<file path="config.mk">
export PLATFORM = sky130hd
export DESIGN_NAME = path_weighted_independent_set
export DESIGN_NICKNAME = d
export VERILOG_FILES = /design/src/hw/rtl/pwis_pkg.sv /design/src/hw/rtl/path_weighted_independent_set.sv /design/src/hw/rtl/pwis_ram.sv /design/src/hw/rtl/pwis_front.sv /design/src/hw/rtl/pwis_back.sv
export VERILOG_INCLUDE_DIRS = /design/src /design/src/hw/rtl
export SDC_FILE = /design/constraint.sdc
export NUM_CORES = 1
export LEC_CHECK = 0
export ABC_AREA = 1
export BUFFER_PORTS_ARGS = -buffer_cell sky130_fd_sc_hd__clkbuf_2
export CAP_MARGIN = 40
export CORE_MARGIN = 10
export CORE_UTILIZATION = 57
export CTS_CLUSTER_SIZE = 28
export DETAILED_ROUTE_END_ITERATION = 16
export PLACE_DENSITY_LB_ADDON = 0.08
export SETUP_SLACK_MARGIN = 0.05
export SLEW_MARGIN = 20
export SYNTH_ARGS = -nofsm -noshare
export SYNTH_HDL_FRONTEND = slang
export SYNTH_HIERARCHICAL = 1
export SYNTH_SLANG_ARGS = --single-unit
</file>
<file path="constraint.sdc">
create_clock -name clk -period 4.9 [get_ports clk]
set_clock_uncertainty 0.2 [all_clocks]
set_input_delay 0.245 -clock clk [delete_from_list [all_inputs] [get_ports clk]]
set_output_delay 0.245 -clock clk [all_outputs]
set_load 0.01 [all_outputs]
</file>
<file path="src/hw/rtl/path_weighted_independent_set_assert.svh">
// Assertion macros shared by the independent-set block.
// Each takes a label, the clock, the active-low reset, an antecedent and a consequent.
`ifndef PATH_WEIGHTED_INDEPENDENT_SET_ASSERT_SVH
`define PATH_WEIGHTED_INDEPENDENT_SET_ASSERT_SVH

`ifndef SYNTHESIS
`define PWIS_ASSERT_SAME(lbl, clk, rst_n, ante, cons) \
  lbl: assert property (@(posedge clk) disable iff (!rst_n) (ante) |-> (cons)) \
    else $error("pwis assertion failed");
`define PWIS_ASSERT_NEXT(lbl, clk, rst_n, ante, cons) \
  lbl: assert property (@(posedge clk) disable iff (!rst_n) (ante) |=> (cons)) \
    else $error("pwis assertion failed");
`else
`define PWIS_ASSERT_SAME(lbl, clk, rst_n, ante, cons)
`define PWIS_ASSERT_NEXT(lbl, clk, rst_n, ante, cons)
`endif

`endif

</file>
<file path="src/hw/rtl/pwis_pkg.sv">
package pwis_pkg;

  localparam int WEIGHT_W    = 16;
  localparam int INDEX_W     = 8;
  localparam int QUEUE_DEPTH = 2;

  // one vertex weight along the path
  typedef struct packed {
    logic [WEIGHT_W-1:0] weight;
    logic                final_vertex;
  } in_item_t;

  // one chosen vertex
  typedef struct packed {
    logic [INDEX_W-1:0] vertex_index;
    logic               end_of_set;
  } out_item_t;

  // back end: fill totals, then walk back in read / decide steps
  typedef enum logic [1:0] {
    BK_FILL,
    BK_READ,
    BK_DECIDE
  } back_state_t;

endpackage

</file>
<file path="src/hw/rtl/path_weighted_independent_set.sv">
// Non-final weight: one per cycle while no walk runs; its total is registered once popped.
// Final weight with n stored vertices: the walk back steps down from vertex n, one pick-flag
// RAM read and one decision per step, and ends with the last index strobed with end_of_set.
// Results appear one per strobe, in descending order; they cannot be stalled.
// busy rises only when the two-entry input queue is full, e.g. while a walk is running.
// Synchronous active-low reset clears control state; no clearing pass is needed.
module path_weighted_independent_set #(
  parameter int MAX_VERTICES = 128
) (
  input  logic                clk,
  input  logic                rst_n,
  input  logic                start,
  output logic                busy,
  input  pwis_pkg::in_item_t  in_data,
  output logic                out_valid,
  output pwis_pkg::out_item_t out_data
);

  logic               q_valid;
  logic               q_pop;
  pwis_pkg::in_item_t q_data;

  // accept and queue transactions
  pwis_front u_front (
    .clk     (clk),
    .rst_n   (rst_n),
    .start   (start),
    .busy    (busy),
    .in_data (in_data),
    .q_valid (q_valid),
    .q_data  (q_data),
    .q_pop   (q_pop)
  );

  // fill totals and walk back
  pwis_back #(
    .MAX_VERTICES (MAX_VERTICES)
  ) u_back (
    .clk       (clk),
    .rst_n     (rst_n),
    .q_valid   (q_valid),
    .q_data    (q_data),
    .q_pop     (q_pop),
    .out_valid (out_valid),
    .out_data  (out_data)
  );

endmodule

</file>
<file path="src/hw/rtl/pwis_ram.sv">
module pwis_ram #(
  parameter int WIDTH = 1,
  parameter int DEPTH = 128
) (
  input  logic                     clk,
  input  logic                     wr_en,
  input  logic [$clog2(DEPTH)-1:0] wr_addr,
  input  logic [WIDTH-1:0]         wr_data,
  input  logic [$clog2(DEPTH)-1:0] rd_addr,
  output logic [WIDTH-1:0]         rd_data
);

  logic [WIDTH-1:0] mem_r [DEPTH];
  logic [WIDTH-1:0] rd_data_r;

  // write port
  always_ff @(posedge clk) begin
    if (wr_en) begin
      mem_r[wr_addr] <= wr_data;
    end
  end

  // registered read port
  always_ff @(posedge clk) begin
    rd_data_r <= mem_r[rd_addr];
  end

  assign rd_data = rd_data_r;

endmodule

</file>
<file path="src/hw/rtl/pwis_front.sv">
`include "path_weighted_independent_set_assert.svh"

module pwis_front (
  input  logic               clk,
  input  logic               rst_n,
  input  logic               start,
  output logic               busy,
  input  pwis_pkg::in_item_t in_data,
  output logic               q_valid,
  output pwis_pkg::in_item_t q_data,
  input  logic               q_pop
);

  localparam int PW = $clog2(pwis_pkg::QUEUE_DEPTH);
  localparam int CW = $clog2(pwis_pkg::QUEUE_DEPTH + 1);
  localparam logic [CW-1:0] FULL_CNT = CW'(pwis_pkg::QUEUE_DEPTH);

  pwis_pkg::in_item_t q_r [pwis_pkg::QUEUE_DEPTH];
  logic [PW-1:0] wr_ptr_r, wr_ptr_nxt;
  logic [PW-1:0] rd_ptr_r, rd_ptr_nxt;
  logic [CW-1:0] count_r, count_nxt;
  logic          push;

  // accept a transaction whenever a queue slot is free
  assign busy    = (count_r == FULL_CNT);
  assign push    = start && !busy;
  assign q_valid = (count_r != '0);
  assign q_data  = q_r[rd_ptr_r];

  // advance pointers and occupancy
  always_comb begin
    wr_ptr_nxt = push ? wr_ptr_r + PW'(1) : wr_ptr_r;
    rd_ptr_nxt = q_pop ? rd_ptr_r + PW'(1) : rd_ptr_r;
    count_nxt  = count_r;
    if (push && !q_pop) begin
      count_nxt = count_r + CW'(1);
    end else if (!push && q_pop) begin
      count_nxt = count_r - CW'(1);
    end
  end

  always_ff @(posedge clk) begin
    if (!rst_n) begin
      wr_ptr_r <= '0;
      rd_ptr_r <= '0;
      count_r  <= '0;
    end else begin
      wr_ptr_r <= wr_ptr_nxt;
      rd_ptr_r <= rd_ptr_nxt;
      count_r  <= count_nxt;
    end
  end

  // hold accepted items
  always_ff @(posedge clk) begin
    if (push) begin
      q_r[wr_ptr_r] <= in_data;
    end
  end

  `PWIS_ASSERT_SAME(a_pop_nonempty, clk, rst_n, q_pop, count_r != '0)
  `PWIS_ASSERT_NEXT(a_push_grows, clk, rst_n, push && !q_pop, count_r == $past(count_r) + CW'(1))

endmodule

</file>
<file path="src/hw/rtl/pwis_back.sv">
`include "path_weighted_independent_set_assert.svh"

module pwis_back #(
  parameter int MAX_VERTICES = 128
) (
  input  logic                clk,
  input  logic                rst_n,
  input  logic                q_valid,
  input  pwis_pkg::in_item_t  q_data,
  output logic                q_pop,
  output logic                out_valid,
  output pwis_pkg::out_item_t out_data
);

  localparam int AW = $clog2(MAX_VERTICES);
  localparam int CW = $clog2(MAX_VERTICES + 1);
  localparam int BW = pwis_pkg::WEIGHT_W + $clog2(MAX_VERTICES);
  localparam int IW = pwis_pkg::INDEX_W;
  localparam logic [CW-1:0] MAX_CNT = CW'(MAX_VERTICES);

  pwis_pkg::back_state_t state_r, state_nxt;

  logic [CW-1:0] cnt_r, cnt_nxt;
  logic [CW-1:0] idx_r, idx_nxt;
  logic [CW-1:0] pend_idx_r, pend_idx_nxt;
  logic          pend_v_r, pend_v_nxt;
  logic [BW-1:0] prev1_r, prev1_nxt;
  logic [BW-1:0] prev2_r, prev2_nxt;
  logic          out_valid_r;
  pwis_pkg::out_item_t out_data_r;

  logic [BW-1:0] take, keep;
  logic          take_wins;
  logic          room;
  logic [CW-1:0] cnt_inc;
  logic [CW-1:0] idx_dec;
  logic          wr_en;
  logic          rd_pick;
  logic          emit_v, emit_end;
  logic          walk_end;
  logic          last_out;

  // candidate total for the incoming weight
  assign take      = prev2_r + BW'(q_data.weight);
  assign keep      = prev1_r;
  assign take_wins = (take > keep);
  assign room      = (cnt_r < MAX_CNT);
  assign cnt_inc   = cnt_r + CW'(1);
  assign idx_dec   = idx_r - CW'(1);

  // one pick flag per vertex: set when its total came from taking it
  pwis_ram #(
    .WIDTH (1),
    .DEPTH (MAX_VERTICES)
  ) u_pick_ram (
    .clk     (clk),
    .wr_en   (wr_en),
    .wr_addr (cnt_r[AW-1:0]),
    .wr_data (take_wins),
    .rd_addr (idx_dec[AW-1:0]),
    .rd_data (rd_pick)
  );

  // next state
  always_comb begin
    state_nxt = state_r;
    unique case (state_r)
      pwis_pkg::BK_FILL: begin
        if (q_valid && q_data.final_vertex) begin
          state_nxt = pwis_pkg::BK_READ;
        end
      end
      pwis_pkg::BK_READ: begin
        if (idx_r == '0) begin
          state_nxt = pwis_pkg::BK_FILL;
        end else if (idx_r != CW'(1)) begin
          state_nxt = pwis_pkg::BK_DECIDE;
        end
      end
      pwis_pkg::BK_DECIDE: begin
        state_nxt = pwis_pkg::BK_READ;
      end
      default: begin
        state_nxt = pwis_pkg::BK_FILL;
      end
    endcase
  end

  // datapath and result strobe
  always_comb begin
    q_pop        = 1'b0;
    wr_en        = 1'b0;
    cnt_nxt      = cnt_r;
    idx_nxt      = idx_r;
    pend_idx_nxt = pend_idx_r;
    pend_v_nxt   = pend_v_r;
    prev1_nxt    = prev1_r;
    prev2_nxt    = prev2_r;
    emit_v       = 1'b0;
    emit_end     = 1'b0;
    unique case (state_r)
      pwis_pkg::BK_FILL: begin
        q_pop = q_valid;
        if (q_valid) begin
          // store the weight's total unless the path is full
          if (room) begin
            wr_en     = 1'b1;
            cnt_nxt   = cnt_inc;
            prev2_nxt = prev1_r;
            prev1_nxt = take_wins ? take : keep;
          end
          if (q_data.final_vertex) begin
            idx_nxt    = room ? cnt_inc : cnt_r;
            pend_v_nxt = 1'b0;
          end
        end
      end
      pwis_pkg::BK_READ: begin
        if (idx_r == '0) begin
          // walk done: release the held pick as the last one, start a new path
          emit_v     = 1'b1;
          emit_end   = 1'b1;
          pend_v_nxt = 1'b0;
          cnt_nxt    = '0;
          prev1_nxt  = '0;
          prev2_nxt  = '0;
        end else if (idx_r == CW'(1)) begin
          // landed on the first vertex: pick it
          emit_v       = pend_v_r;
          pend_idx_nxt = idx_r;
          pend_v_nxt   = 1'b1;
          idx_nxt      = '0;
        end
      end
      pwis_pkg::BK_DECIDE: begin
        if (rd_pick) begin
          emit_v       = pend_v_r;
          pend_idx_nxt = idx_r;
          pend_v_nxt   = 1'b1;
          idx_nxt      = idx_r - CW'(2);
        end else begin
          idx_nxt = idx_dec;
        end
      end
      default: begin
        q_pop = 1'b0;
      end
    endcase
  end

  always_ff @(posedge clk) begin
    if (!rst_n) begin
      state_r     <= pwis_pkg::BK_FILL;
      cnt_r       <= '0;
      pend_v_r    <= 1'b0;
      prev1_r     <= '0;
      prev2_r     <= '0;
      out_valid_r <= 1'b0;
    end else begin
      state_r     <= state_nxt;
      cnt_r       <= cnt_nxt;
      pend_v_r    <= pend_v_nxt;
      prev1_r     <= prev1_nxt;
      prev2_r     <= prev2_nxt;
      out_valid_r <= emit_v;
    end
  end

  // payload registers
  always_ff @(posedge clk) begin
    idx_r                   <= idx_nxt;
    pend_idx_r              <= pend_idx_nxt;
    out_data_r.vertex_index <= IW'(pend_idx_r);
    out_data_r.end_of_set   <= emit_end;
  end

  assign out_valid = out_valid_r;
  assign out_data  = out_data_r;

  // walk end and the closing strobe
  assign walk_end = (state_r == pwis_pkg::BK_READ) && (idx_r == '0);
  assign last_out = out_valid_r && out_data_r.end_of_set;

  `PWIS_ASSERT_SAME(a_cnt_bound, clk, rst_n, 1'b1, cnt_r <= MAX_CNT)
  `PWIS_ASSERT_SAME(a_decide_idx, clk, rst_n, state_r == pwis_pkg::BK_DECIDE, idx_r > CW'(1))
  `PWIS_ASSERT_NEXT(a_walk_end, clk, rst_n, walk_end, last_out)
  `PWIS_ASSERT_NEXT(a_clear, clk, rst_n, walk_end, state_r == pwis_pkg::BK_FILL && cnt_r == '0)

endmodule
</file>
---- Word level (Yosys, flattened, before mapping) ----
Memory sizes are Yosys's and may differ from the RTL's. A register that Yosys moved wholly into a read port is not among the register bits.
Cells that the tools add are included.
word-level totals
  output and inout port bits .............. 11
  input port bits ......................... 20
  memories ................................ 2
  register bits ........................... 87
  logic and storage cells ................. 111
  bits in writable memories ............... 162
memory list
  memory                   depth  bits a word  read ports  clocked after Yosys merged registers in  write ports  line              source
  u_back.u_pick_ram.mem_r  128    1            1           1                                        1            pwis_ram.sv:13    logic [WIDTH-1:0] mem_r [DEPTH];
  u_front.q_r              2      17           1           1                                        1            pwis_front.sv:18  pwis_pkg::in_item_t q_r [pwis_pkg::QUEUE_DEPTH];
operators by class
  reductions and logical operators ........ 21
  muxes and demuxes ....................... 49
  eq/ne operators ......................... 16
  order comparisons ....................... 2
  add/subtract/negate cells ............... 8
operators by type and width
  kind                 number
  $mux 23              6
  $pmux 23 s2          2
  $mux 8               11
  $pmux 8 s2           2
  $pmux 8 s3           1
  $add 23x16->23       1
  $gt 23x23->1         1
  $mux 1               19
  $reduce_and 5->1     3
  $ne 2x1->1 const B   7
  $mux 2               5
  $add 8x1->8 const B  1
  $eq 8x1->1 const B   1
  $logic_not 8->1      1
  $lt 8x8->1 const B   1
  $ne 8x1->1 const B   1
  $reduce_and 4->1     2
  $reduce_bool 2->1    4
  $sub 8x1->8 const B  1
  $sub 8x2->8 const B  1
  $ne 3x1->1 const B   2
  $pmux 2 s3           1
  $eq 2x2->1 const B   2
  $logic_and 1x1->1    4
  other kinds (12)     16

---- Logic depth before layout (Yosys ltp) ----
Gate-level depths: netlist of run 1.
  word-level depth ........................ 7
  mapped depth ............................ 28
  mapped depth without buffers ............ 25

---- By module ----
The synthesis of run 1 kept the hierarchy.
modules (own cells, without submodules)
  module      sequential area each (um^2)  area an instance (um^2)  instances  cells an instance
  pwis_ram    3,863.7                      5,926.9                  1          620
  pwis_back   1,821.7                      5,511.5                  1          779
  pwis_front  1,121.1                      1,519.0                  1          89

---- Worst setup path after synthesis of run 1 ----
OpenSTA, ideal clock, no wires.
  kind .................................... reg-to-reg
  start point ............................. register with a tool-made name
  end point ............................... memory u_back.u_pick_ram.mem_r[0], data pin
  path buffers ............................ 1
  cell stages (with the launch flop) ...... 22
  arrival time ............................ 4,584 ps
  setup slack ............................. -419 ps
  library setup time ...................... 535 ps
  required time ........................... 4,165 ps
  cell sequence ........................... dfxtp_1 -> buf_6 -> mux2_2 -> ha_1 -> fa_1 -> nand3_1 -> nand3_1 -> nand2_1 -> nand2_1 -> nand2_1 -> nand2_1 -> nand2_1 -> nand2_1 -> and2_1 -> ha_1 -> nand2_1 -> nor2_4 -> nand3_2 -> nor2_2 -> nand2_1 -> nand3_2 -> and2_1
RTL lines
  element           line
  end: declaration  pwis_ram.sv:13

==> run metrics, run 1 <==
share of layout cells above drive strength 1=under 10%; Worst setup EP type=flop; DRT antenna net count=0; Max-slew headroom=between 40% and 50%; Syn Area/Cell=around 8.7 um^2; Post-Route WL=roughly 30000 um; GPL Wtd Cong=a little over 0.9; IO Pins=31; first-pass GRT wire length=about 49000 um; Place WS=0.435 ns; ys flop type=edfxtp_1; CP arrival=between 4 and 5 ns; Netlist cell types=53; HP Start=u_back/pend_idx_r[0]$_DFFE_PP_; Net Count, Synth=1559; Avg WL per Cell=approximately 17 um; crit start category=flop; Die Y=approximately 170 um; Initial DRC Count=862; Die X=around 170 um; vias in the first global route=around 9700; Clock transition at path regs=around 0.06 ns; CTS Root Cell=clkbuf_16; Seq/Total Area, Yosys=52.5%; hold path depth=0; Crit Reg-Reg Endpoint=u_back/keep[0]$_SDFFE_PN0P_; Post-Place Cell Area=13300 um^2; Worst-Margin Slew=0.879 ns; Clk Latency, worst-skew pair=around 0.54 ns; total CTS buffers=26; Final nets=1598; asr flop ratio synth=0%; antenna violations before repair=0; # fillers=between 1500 and 2000; max_cap viols=0; R2R Setup Slk=approximately 0.45 ns; status=completed; final setup TNS=0 ns; Final Worst Setup Slack=between 0.4 and 0.5 ns; Vias=between 10000 and 15000; diodes inserted=0; clk sinks=251; FF-to-FF path depth=22; Final Cell Area=roughly 14000 um^2; GRT Overall Usage=20.9%; warnings from Yosys=6; Cells after Synth=~1500; Worst Path Required=around 5.2 ns; clk buf depth=3; largest net degree at the start of global routing=roughly 130; Final Slew Violations=0; Final Setup Violations=0; Initial Utilization=a little under three fifths; unrepaired setup endpoints after global routing=false; area of the multi-input gates=about 5300 um^2; Setup Crit Path Kind=reg -> reg; pwr dens=687 nW/um^2; Detail Placement HPWL=~20000 um; GRT overflow=0; Via density=5.46; EDFF count, synth=around 180; fmax=about 220 MHz; Final Cycle Share=90.9%; Area Growth Syn to Fin=10.7%; # port buffers=30; leakage power=~5.6 nW; Detailed Routing Iterations Pass 1=5; Period minus WS final=around 4.5 ns; Core Area=~23000 um^2; die area=a little under 30000 um^2; area taken by flip-flops and latches=around 7000 um^2; CTS HTree Levels=1; DR DRC count=0; Hold Path Sink=u_back/out_data[1]$_DFF_P_; Tot Pwr=9.85 mW; Synth Cell Area=around 13000 um^2; count of final hold-check violations=0; peak supply drop=between 0.8 and 0.9 mV; Rows=55; critical-path maximum fanout=16; HP Class=reg -> reg; Hold Slack=0.139 ns; Synth Register Bits=around 250; CTS tree=yes
[where the power goes]
part           internal [mW]  switching, mW  leakage [nW]
combinational           1.35           3.22          3.00
sequential              3.14          0.188          2.22
clock                   1.13          0.810         0.417
total                   5.63           4.22          5.65
[stage by stage]
stage          cells  utilization (%)
2_1_floorplan   1488                -
3_3_place_gp    1762             58.9
3_5_place_dp    1765             59.1
4_1_cts         1832             63.8
5_1_grt         1832             63.8
6_report        1832             63.8
[worst max path at each step]
stage,cells after the start,slack [ns],endpoint,from
after CTS,22,0.41,u_back/keep[0]$_SDFFE_PN0P_,flop
after floorplan,21,0.48,u_back/u_pick_ram/mem_r[0]$_DFFE_PP_,flop
final,22,0.45,u_back/keep[0]$_SDFFE_PN0P_,flop
after global placement,23,0.49,u_back/keep[4]$_SDFFE_PN0P_,flop
after detailed placement,22,0.44,u_back/keep[0]$_SDFFE_PN0P_,flop
after global routing,22,0.07,u_back/keep[3]$_SDFFE_PN0P_,flop
[cell usage after synthesis (3+ instances only)]
cell / number / area (um^2)
nand2_1: 401 / 1510
nor2_1: 196 / 736
nand3_1: 180 / 901
edfxtp_1: 178 / 5350
inv_1: 132 / 495
dfxtp_1: 73 / 1460
a21oi_1: 72 / 360
ha_1: 50 / 626
clkbuf_1: 20 / 75.1
nor3_1: 17 / 85.1
xor2_1: 15 / 131
buf_2: 14 / 70.1
nand2_2: 13 / 81.3
o21ai_0: 13 / 65.1
a21oi_2: 10 / 87.6
mux2_4: 10 / 150
buf_4: 9 / 67.6
and2_1: 7 / 43.8
inv_2: 7 / 26.3
mux2_2: 7 / 78.8
xnor2_1: 6 / 52.6
buf_6: 5 / 56.3
nand4_1: 5 / 31.3
nand3b_1: 4 / 30.0
a211oi_1: 3 / 22.5
a32o_1: 3 / 30.0
nand3_2: 3 / 30.0
nor2_4: 3 / 33.8
[cells by family after synthesis]
group / count (synthesis) / share of synthesized area [%]
AND/OR/NAND/NOR: 837 / 27.3
flip-flops: 251 / 52.5
buffers and inverters: 194 / 6.54
AO/OA/AOI/OAI: 116 / 5.33
adder cells (fa/ha/maj): 51 / 4.98
XOR/XNOR: 22 / 1.55
multiplexers: 17 / 1.77
[what timing repair did]
action / 4_1_cts / 5_1_grt
hold buffers: 19 / 0
gates resized for setup: 0 / 0
setup buffers: 0 / 0
endpoints found under the hold margin: 44 / 0
[worst max-delay path, cell delays in order, from the launching register on]
cell and delay (ns):
dfxtp_1 0.43, buf_4 0.28, mux2_2 0.37, ha_1 0.35, nand2_1 0.09, nor2_1 0.15, nand3_1 0.11, nand3_1 0.18
nand2_1 0.12, nand2_1 0.16, nand2_1 0.08, and2_1 0.14, ha_1 0.29, nand2_1 0.07, nor2_1 0.17, nand3_2 0.12
nor2_2 0.08, nand2_1 0.07, nand3_2 0.09, nand3_2 0.10, nor2_4 0.43, nand2_1 0.11, a21oi_1 0.17
[state kept, by name (all words and copies together) (netlist names), named ones only]
| signal | cells |
|---|---|
| u_back/cnt_r | 8 |
| u_back/idx_r | 8 |
| u_back/keep | 23 |
| u_back/out_data | 9 |
| u_back/out_valid | 1 |
| u_back/pend_idx_r | 8 |
| u_back/pend_v_r | 1 |
| u_back/prev2_r | 23 |
| u_back/state_r | 2 |
| u_back/u_pick_ram/mem_r | 128 |
| u_back/u_pick_ram/rd_data | 1 |
| u_front/count_r | 2 |
| u_front/q_r | 34 |
| u_front/rd_ptr_r | 1 |
| u_front/wr_ptr_r | 1 |
[cell type report]
cell class	count	share of cell area (%)
clock buffers	37	5.31
inverters	142	3.73
repair buffers	63	3.36
flip-flops and latches	251	47.4
well taps	285	2.48
clock inverters	11	0.645
multi-input cells	1043	37.0
[routing by layer]
| layer | GRT usage [%] | wire length, um | vias up |
|---|---|---|---|
| li1 | - | - | 4990 |
| met1 | 24.6 | 12300 | 4723 |
| met2 | 39.0 | 15700 | 237 |
| met3 | 2.51 | 1480 | 60 |
| met4 | 6.10 | 850 | 0 |
| met5 | 0 | 0 | - |
[layout by cell type (no fill, tap or decap), drive strengths merged, types with 3 or more instances in the layout]
cell type    synthesis  layout
nor2               201     201
mux2                17      17
xnor2                6       6
nor3                17      17
clkinv               2      10
nand3b               4       4
dfxtp               73      73
and2                 7       7
a211oi               3       3
dlygate4sd3          0      19
clkbuf              20      67
a32o                 3       3
edfxtp             178     178
ha                  50      50
nand3              183     183
buf                 32      14
inv                140     140
nand4                6       6
a21oi               82      82
nand2              415     415
o21ai               16      16
xor2                16      16
(Power assumes the default switching activity.)
==> run 2, diff against run 1 <==
Settings changed: SYNTH_HIERARCHICAL 1 to unset.
==> run metrics, run 2 <==
Worst Path Required=4.96 ns (-0.20 ns); Initial Utilization=57.7% (+0.074 points); DRT antenna net count=0 (unchanged); ys flop type=edfxtp_1; Syn Area/Cell=8.14 um^2 (-6.5%); Final Cell Area=14500 um^2 (+1.1%); Slowest cell on crit path=fa_1; most common cell after layout, fill and taps aside=nand2_1; final setup TNS=0 ns (unchanged); GRT Overall Usage=21.9% (+0.95 points); pwr dens=697 nW/um^2 (+1.5%); post-CTS setup buffer count=0 (unchanged); Combinational Power Share=47.2% (+0.7 points); Top cell by count, worst path=nand2_1; peak supply drop=0.500 mV (-40%); Via density=5.37 (-1.6%); # port buffers=30 (unchanged); Final nets=1705 (+6.7%); first-pass GRT wire length=51300 um (+4.7%); biggest regs=u_back.u_pick_ram.mem_r (128), u_front.q_r (34); HP Class=in -> reg; Max-slew headroom=46.4% (+5.1 points); internal power=5.71 mW (+1.5%); Clk Latency, worst-skew pair=0.54 ns (about the same); max_cap viols=0 (unchanged); IO Pins=31 (unchanged); antenna violations before repair=0 (unchanged); Worst setup EP type=flop; Area Growth Syn to Fin=11.5%; status=completed; Netlist cell types=43 (-19%); largest net degree at the start of global routing=129 (unchanged); CTS HTree Levels=1 (unchanged); die area=29300 um^2 (+0.39%); Clock transition at path regs=0.06 ns (about the same); DP Cell Count=1872 (+6.1%); asr flop ratio synth=0% (unchanged); CTS Root Cell=clkbuf_16; Synth Register Bits=251 (unchanged); clk buf depth=3 (unchanged); Detail Placement HPWL=20700 um (+4.7%); cell with the most instances after synthesis=nand2_1; M3 GR Usage=2.76% (+0.25 points); DR DRC count=0 (unchanged); fmax=227 MHz (+1.0%); Post-Place Cell Area=13400 um^2 (+0.85%); Final Slew Violations=0 (unchanged); met1 Usage GRT=26.0% (+1.5 points); Die Y=171 um (+0.19%); Final Cycle Share=90.0% (-0.93 points); critical path's top delay family=simple AND/OR/NAND/NOR gates; Synth Cell Area=13000 um^2 (+0.43%); Seq/Total Area, Yosys=52.3% (-0.23 points); total CTS buffers=27 (+3.8%); critical-path maximum fanout=64 (+48); Core Area=22600 um^2 (+0.31%); Switching Power=4.40 mW (+4.3%); Vias=10400 (+4.2%); Net Count, Synth=1668 (+7.0%); sequential share of power=33.0% (-0.8 points); most frequent cells in the layout=nand2_1 (442), nor2_1 (320), edfxtp_1 (178); switching share of power=43.5% (+0.67 points); worst-path cell chain=inv_2, nand2_1, nand2_1, ha_1, fa_1, nand3_1, nand3_1, nand2_1, nand2_1, nand2_1, nand2_1, nand2_1, nand2_1, nand2_1, inv_1, ha_1, nand2_1, nor2_1, nand2_1, nor2_1, nand4_1, nand2_1, clkinvlp_4, clkbuf_16; Setup Crit Path Kind=reg -> reg; GRT busiest layer=met2; Cells after Synth=1598 (+7.4%); GPL Wtd Cong=0.948 (+4.3%); Die X=171 um (+0.19%); clk sinks=251 (unchanged); diodes inserted=0 (unchanged); top cells by area, synth=edfxtp_1 (41%), nand2_1 (13%), dfxtp_1 (11%), nor2_1 (9.2%), ha_1 (4.7%); Rows=55 (unchanged); clock network fraction of total power=19.9% (+0.2 points); Post-Route WL=32000 um (+5.3%); warnings from Yosys=0 (-6); share of layout cells above drive strength 1=6.94% (-2.8 points); commonest cells in the netlist=nand2_1 (442), nor2_1 (320), edfxtp_1 (178); Detailed Routing Iterations Pass 1=7 (+2); Worst-Margin Slew=0.805 ns (-0.0744 ns); count of final hold-check violations=0 (unchanged); EDFF count, synth=178 (unchanged); cell taking the most area after synthesis=edfxtp_1; filler-free cell count of the finished design=1941 (+5.9%); global-route track usage on met2=39.2% (+0.21 points); Max stage delay on crit path=0.46 ns (+0.03 ns); Avg WL per Cell=16.5 um (-0.64%); CP Buf/Inv Count=4 (+3); Final Setup Violations=0 (unchanged); leakage power=5.89 nW (+4.3%); Initial DRC Count=828 (-3.9%); CP arrival=4.47 ns (-0.24 ns); Period minus WS final=4.41 ns (-0.0455 ns); GRT overflow=0 (unchanged); max FFs per register=128 (unchanged); crit start category=flop; unrepaired setup endpoints after global routing=false; # fillers=1971 (+1.5%); CTS tree=yes; top cell type's share of synthesized area=41.1% (-0.18 points); Biggest register=u_back.u_pick_ram.mem_r; vias in the first global route=10200 (+5.3%)
[run 2: cell count changes after synthesis, sizes merged, moves of 9 or more]
| cell | previous run | this run |
|---|---|---|
| inv | 140 | 166 |
| mux2 | 17 | 0 |
| nand4 | 6 | 15 |
| nor2 | 201 | 323 |
| nand3 | 183 | 62 |
| o21ai | 16 | 92 |
| nand2 | 415 | 445 |
[run 2: area by class of cell]
class / count / area, um^2 / area share, %
clock buffer: 30 / 687 / 4.73
clock inverter: 20 / 186 / 1.28
inverter: 167 / 633 / 4.36
multi-input combinational: 1124 / 5330 / 36.7
sequential: 251 / 6810 / 46.9
tap: 285 / 357 / 2.46
timing repair buffer: 64 / 508 / 3.50
[run 2: through the flow]
stage               util [%]  power, mW  worst slack [ns]  hold slack, ns
finish                  64.3       10.1             0.492          0.0253
global route            64.3       10.8             0.124          0.0852
CTS                     64.1       10.0             0.214         0.00361
detailed placement      59.4       7.98             0.255           0.129
global placement        59.2       7.85             0.446           0.123
floorplan                  -       6.64             0.311           0.123
[run 2: per-layer routing]
metal	up-vias	wire [um]
met1	4871	13300
met5	-	0
met2	252	15900
met3	66	1510
li1	5242	-
met4	0	1220
[run 2: timing repair]
item	in CTS	in global routing
hold buffers	18	0
resized for setup	0	4
endpoints found under the setup margin	0	151
endpoints found under the hold margin	41	0
[run 2: power groups by stage]
stage / clock network [mW] / registers (mW) / logic, mW
global placement: 0 / 3.37 / 4.48
global route: 2.12 / 3.36 / 5.33
floorplan: 0 / 3.34 / 3.30
detailed placement: 0 / 3.37 / 4.60
CTS: 2.03 / 3.33 / 4.65
finish: 2.01 / 3.33 / 4.77
[run 2: kinds of logic (layout without fill, tap and decap cells)]
| family | after synthesis | in the layout | synth area share, % |
|---|---|---|---|
| AO/OA/AOI/OAI | 187 | 187 | 7.50 |
| XOR/XNOR | 18 | 18 | 1.33 |
| adder cells (fa/ha/maj) | 50 | 50 | 4.86 |
| buffers and inverters | 223 | 281 | 6.86 |
| flip-flops | 251 | 251 | 52.3 |
| AND/OR/NAND/NOR | 869 | 869 | 27.2 |
[run 2: final timing paths]
check                                                    start                              endpoint  slack (ns)  depth (start not counted)
worst min register to register  u_back.pend_idx_r[5]$_DFFE_PP_            u_back.out_data[6]$_DFF_P_        0.14                          0
worst max-delay path                                      flop  u_back.u_pick_ram.mem_r[1]$_DFFE_PP_        0.49                         24
worst max register to register                            flop  u_back.u_pick_ram.mem_r[1]$_DFFE_PP_        0.49                         24
worst min-delay path                                     start         u_front.wr_ptr_r$_SDFFE_PN0P_        0.03                          5
[run 2: worst reg2reg max path, delay by kind of cell (launching register included)]
kind,cells,cell delay (ns)
flip-flops,1,0.43
adder cells (fa/ha/maj),3,1.00
AND/OR/NAND/NOR,17,1.72
buffers and inverters,4,0.76
==> run 3, diff against run 2 <==
Settings changed: ABC_AREA 1 to unset, SYNTH_HIERARCHICAL set to 1.
==> run metrics, run 3 <==
CP Buf/Inv Count=1 (-3); clock network fraction of total power=24.6% (+4.7 points); Post-Place Cell Area=12700 um^2 (-5.2%); DR DRC count=0 (unchanged); Post-Synth XOR/XNOR Area=2.83% (+1.5 points); final core utilization=67.3% (+3.0 points); R2R Setup Slk=0.11 ns (-0.38 ns); sequential share of power=35.1% (+2.1 points); combinational family with the most area after synthesis=simple AND/OR/NAND/NOR gates; Seq/Total Area, Yosys=56.4% (+4.1 points); warnings from Yosys=6 (+6); Initial Utilization=57.6% (-0.060 points); # port buffers=30 (unchanged); CTS tree=yes; top cells by area, synth=edfxtp_1 (44%), dfxtp_1 (12%), ha_1 (5.2%), mux4_2 (4.9%), nor2_1 (4.8%); Detail Placement HPWL=16800 um (-19%); Period minus WS final=4.79 ns (+0.384 ns); Synth Register Bits=251 (unchanged); Synth Area in Adders=5.35% (+0.48 points); Crit Reg-Reg Endpoint=u_back/keep[20]$_SDFFE_PN0P_; Clock transition at path regs=0.06 ns (about the same); Worst-Margin Slew=0.793 ns (-0.0113 ns); unrepaired setup endpoints after global routing=true; critical path's top delay family=compound AO/OA/AOI/OAI gates; FF-to-FF path depth=19 (-21%); Post-Route WL=26400 um (-17%); share of layout cells above drive strength 1=18.6% (+12 points); CTS HTree Levels=1 (unchanged); first-pass GRT wire length=42200 um (-18%); most common cell after layout, fill and taps aside=edfxtp_1; GRT Overall Usage=19.3% (-2.5 points); max_cap viols=0 (unchanged); Critical Path Sink=u_back/keep[20]$_SDFFE_PN0P_; Die X=166 um (-3.3%); Worst Path Required=5.12 ns (+0.16 ns); Cells after Synth=989 (-38%); Netlist cell types=74 (+72%); die area=27400 um^2 (-6.4%); Synth Area in Compound Gates=9.31% (+1.8 points); Final Cycle Share=97.8% (+7.8 points); largest net degree at the start of global routing=49 (-62%); critical-path maximum fanout=8 (-88%); CP arrival=5.02 ns (+0.55 ns); Detailed Routing Iterations Pass 1=5 (-2); Synth Cell Area=12100 um^2 (-7.3%); biggest regs=u_back/u_pick_ram/mem_r (128), u_front/q_r (34); Max stage delay on crit path=0.39 ns (-0.07 ns); Net Count, Synth=1060 (-36%); Biggest register=u_back/u_pick_ram/mem_r; pwr dens=607 nW/um^2 (-13%); leakage power=5.02 nW (-15%); Final nets=1139 (-33%); Clk Latency, worst-skew pair=0.55 ns (about the same); clk sinks=251 (unchanged); Area Growth Syn to Fin=16.9%; Final Slew Violations=0 (unchanged); Initial DRC Count=491 (-41%); antenna violations before repair=0 (unchanged); Worst setup EP type=flop; vias in the first global route=7993 (-21%); internal power=5.56 mW (-2.7%); max FFs per register=128 (unchanged); Max-slew headroom=47.0% (+0.62 points); fmax=209 MHz (-8.0%); DRT antenna net count=0 (unchanged); status=completed; cell with the most instances after synthesis=edfxtp_1; GRT overflow=0 (unchanged); ys flop type=edfxtp_1; Slowest cell on crit path=or3_4; cell taking the most area after synthesis=edfxtp_1; EDFF count, synth=178 (unchanged); Syn Area/Cell=12.2 um^2 (+50%); Tot Pwr=8.56 mW (-15%); IO Pins=31 (unchanged); most frequent cells in the layout=edfxtp_1 (178), nor2_1 (153), dfxtp_1 (72); Final Setup Violations=0 (unchanged); HP Start=rst_n; HP Class=in -> reg; mux cell area share after synthesis=8.87% (+8.9 points); Combinational Power Share=40.4% (-6.8 points); total CTS buffers=27 (unchanged); GPL Wtd Cong=0.823 (-13%); number of cells on the critical path=19 (-21%); Switching Power=3.00 mW (-32%); Simple-Gate Fraction of Synth Area=14.2% (-13 points); asr flop ratio synth=0% (unchanged); Rows=53 (-3.6%); worst-path cell chain=mux2_4, ha_4, fa_2, a211oi_2, o21bai_1, nand4b_1, o211ai_1, buf_4, a31o_4, a21o_1, and2_4, ha_4, nand2_2, or3_4, nor4b_4, a2111o_1, nand2_4, o311a_1, a221o_1; Setup Crit Path Kind=reg -> reg; switching share of power=35.1% (-8.4 points); Via density=5.98 (+11%); Final Cell Area=14100 um^2 (-2.8%); top cell type's share of synthesized area=44.3% (+3.2 points); clk buf depth=3 (unchanged); Core Area=21000 um^2 (-7.2%); crit start category=flop; count of final hold-check violations=0 (unchanged); Top cell by count, worst path=ha_4; diodes inserted=0 (unchanged); Vias=8151 (-22%); CTS Root Cell=clkbuf_16; commonest cells in the netlist=edfxtp_1 (178), nor2_1 (155), dfxtp_1 (73); Hold Slack=0.0286 ns (+0.00337 ns); peak supply drop=0.372 mV (-25%); Avg WL per Cell=19.4 um (+18%); Die Y=166 um (-3.3%)
## run 3: changes by cell type in the layout (fill, tap and decap cells not counted), sizes merged, moves of 12 or more
cell / previous run / this run
a21o: 0 / 12
a21oi: 78 / 23
a22o: 0 / 19
a22oi: 2 / 27
buf: 15 / 41
inv: 167 / 42
mux2: 0 / 17
mux4: 0 / 33
nand2: 445 / 45
nand3: 62 / 24
nor2: 323 / 157
nor2b: 0 / 41
o21ai: 92 / 22
xnor2: 4 / 18
## run 3: routing by layer
layer  track usage, %  vias to the layer above  part of all wire [%]
met5                0                        -                     0
met4             6.54                        0                   3.4
met3             2.95                       58                   4.5
met2             33.7                      211                    50
met1             24.1                     4042                    42
li1                 -                     3840                     -
## run 3: area by class of cell
cell class	count	area (um^2)
Multi-Input combinational cell	658	5100
Sequential cell	251	6810
Timing Repair Buffer	90	767
Fill cell	1565	6850
Inverter	40	150
Clock buffer	29	703
Tap cell	275	344
Clock inverter	21	228
## run 3: logic make-up (layout without fill, tap and decap cells)
group | Yosys count | after routing
simple gates | 350 | 350
flops | 251 | 251
xor+xnor | 39 | 39
buf+inv | 82 | 180
compound gates | 155 | 157
mux | 61 | 61
fa+ha+maj | 51 | 51
## run 3: worst min-delay path by stage
stage | slack (ns) | end | cells after the start
6_report | 0.03 | u_back/out_valid$_SDFF_PN0_ | 4
4_1_cts | 0.03 | u_back/out_valid$_SDFF_PN0_ | 4
5_1_grt | 0.06 | u_back/out_valid$_SDFF_PN0_ | 4
3_3_place_gp | 0.13 | u_back/out_data[7]$_DFF_P_ | 0
2_1_floorplan | 0.12 | u_back/out_data[1]$_DFF_P_ | 0
3_5_place_dp | 0.13 | u_back/out_data[2]$_DFF_P_ | 0
## run 3: repair_timing
| item | CTS | global route |
|---|---|---|
| pin swaps | 3 | 16 |
| gates cloned | 1 | 2 |
| hold endpoints to repair | 35 | 0 |
| gates resized for setup | 2 | 17 |
| hold buffers | 18 | 0 |
| setup endpoints to repair | 13 | 140 |
| buffers inserted | 1 | 11 |
## run 3: stage by stage
step	setup TNS, ns	instances	worst slack (ns)
after global placement	0	1275	0.00968
after CTS	0	1348	0.0636
after detailed placement	-0.164	1278	-0.0191
after global routing	-0.684	1364	-0.0638
after floorplan	-18.02	989	-0.141
final	0	1364	0.109
## run 3: tightest hold or removal path, stage by stage
cell and delay [ns]:
clkbuf_2 0.08, buf_4 0.24, nand2_1 0.12, nor2_1 0.04
## run 3: power groups by stage
stage | registers [mW] | logic [mW] | clock network [mW]
floorplan | 3.00 | 2.32 | 0
global placement | 3.04 | 3.17 | 0
detailed placement | 3.05 | 3.23 | 0
CTS | 3.00 | 3.29 | 2.14
global route | 3.03 | 3.78 | 2.22
finish | 3.00 | 3.46 | 2.10
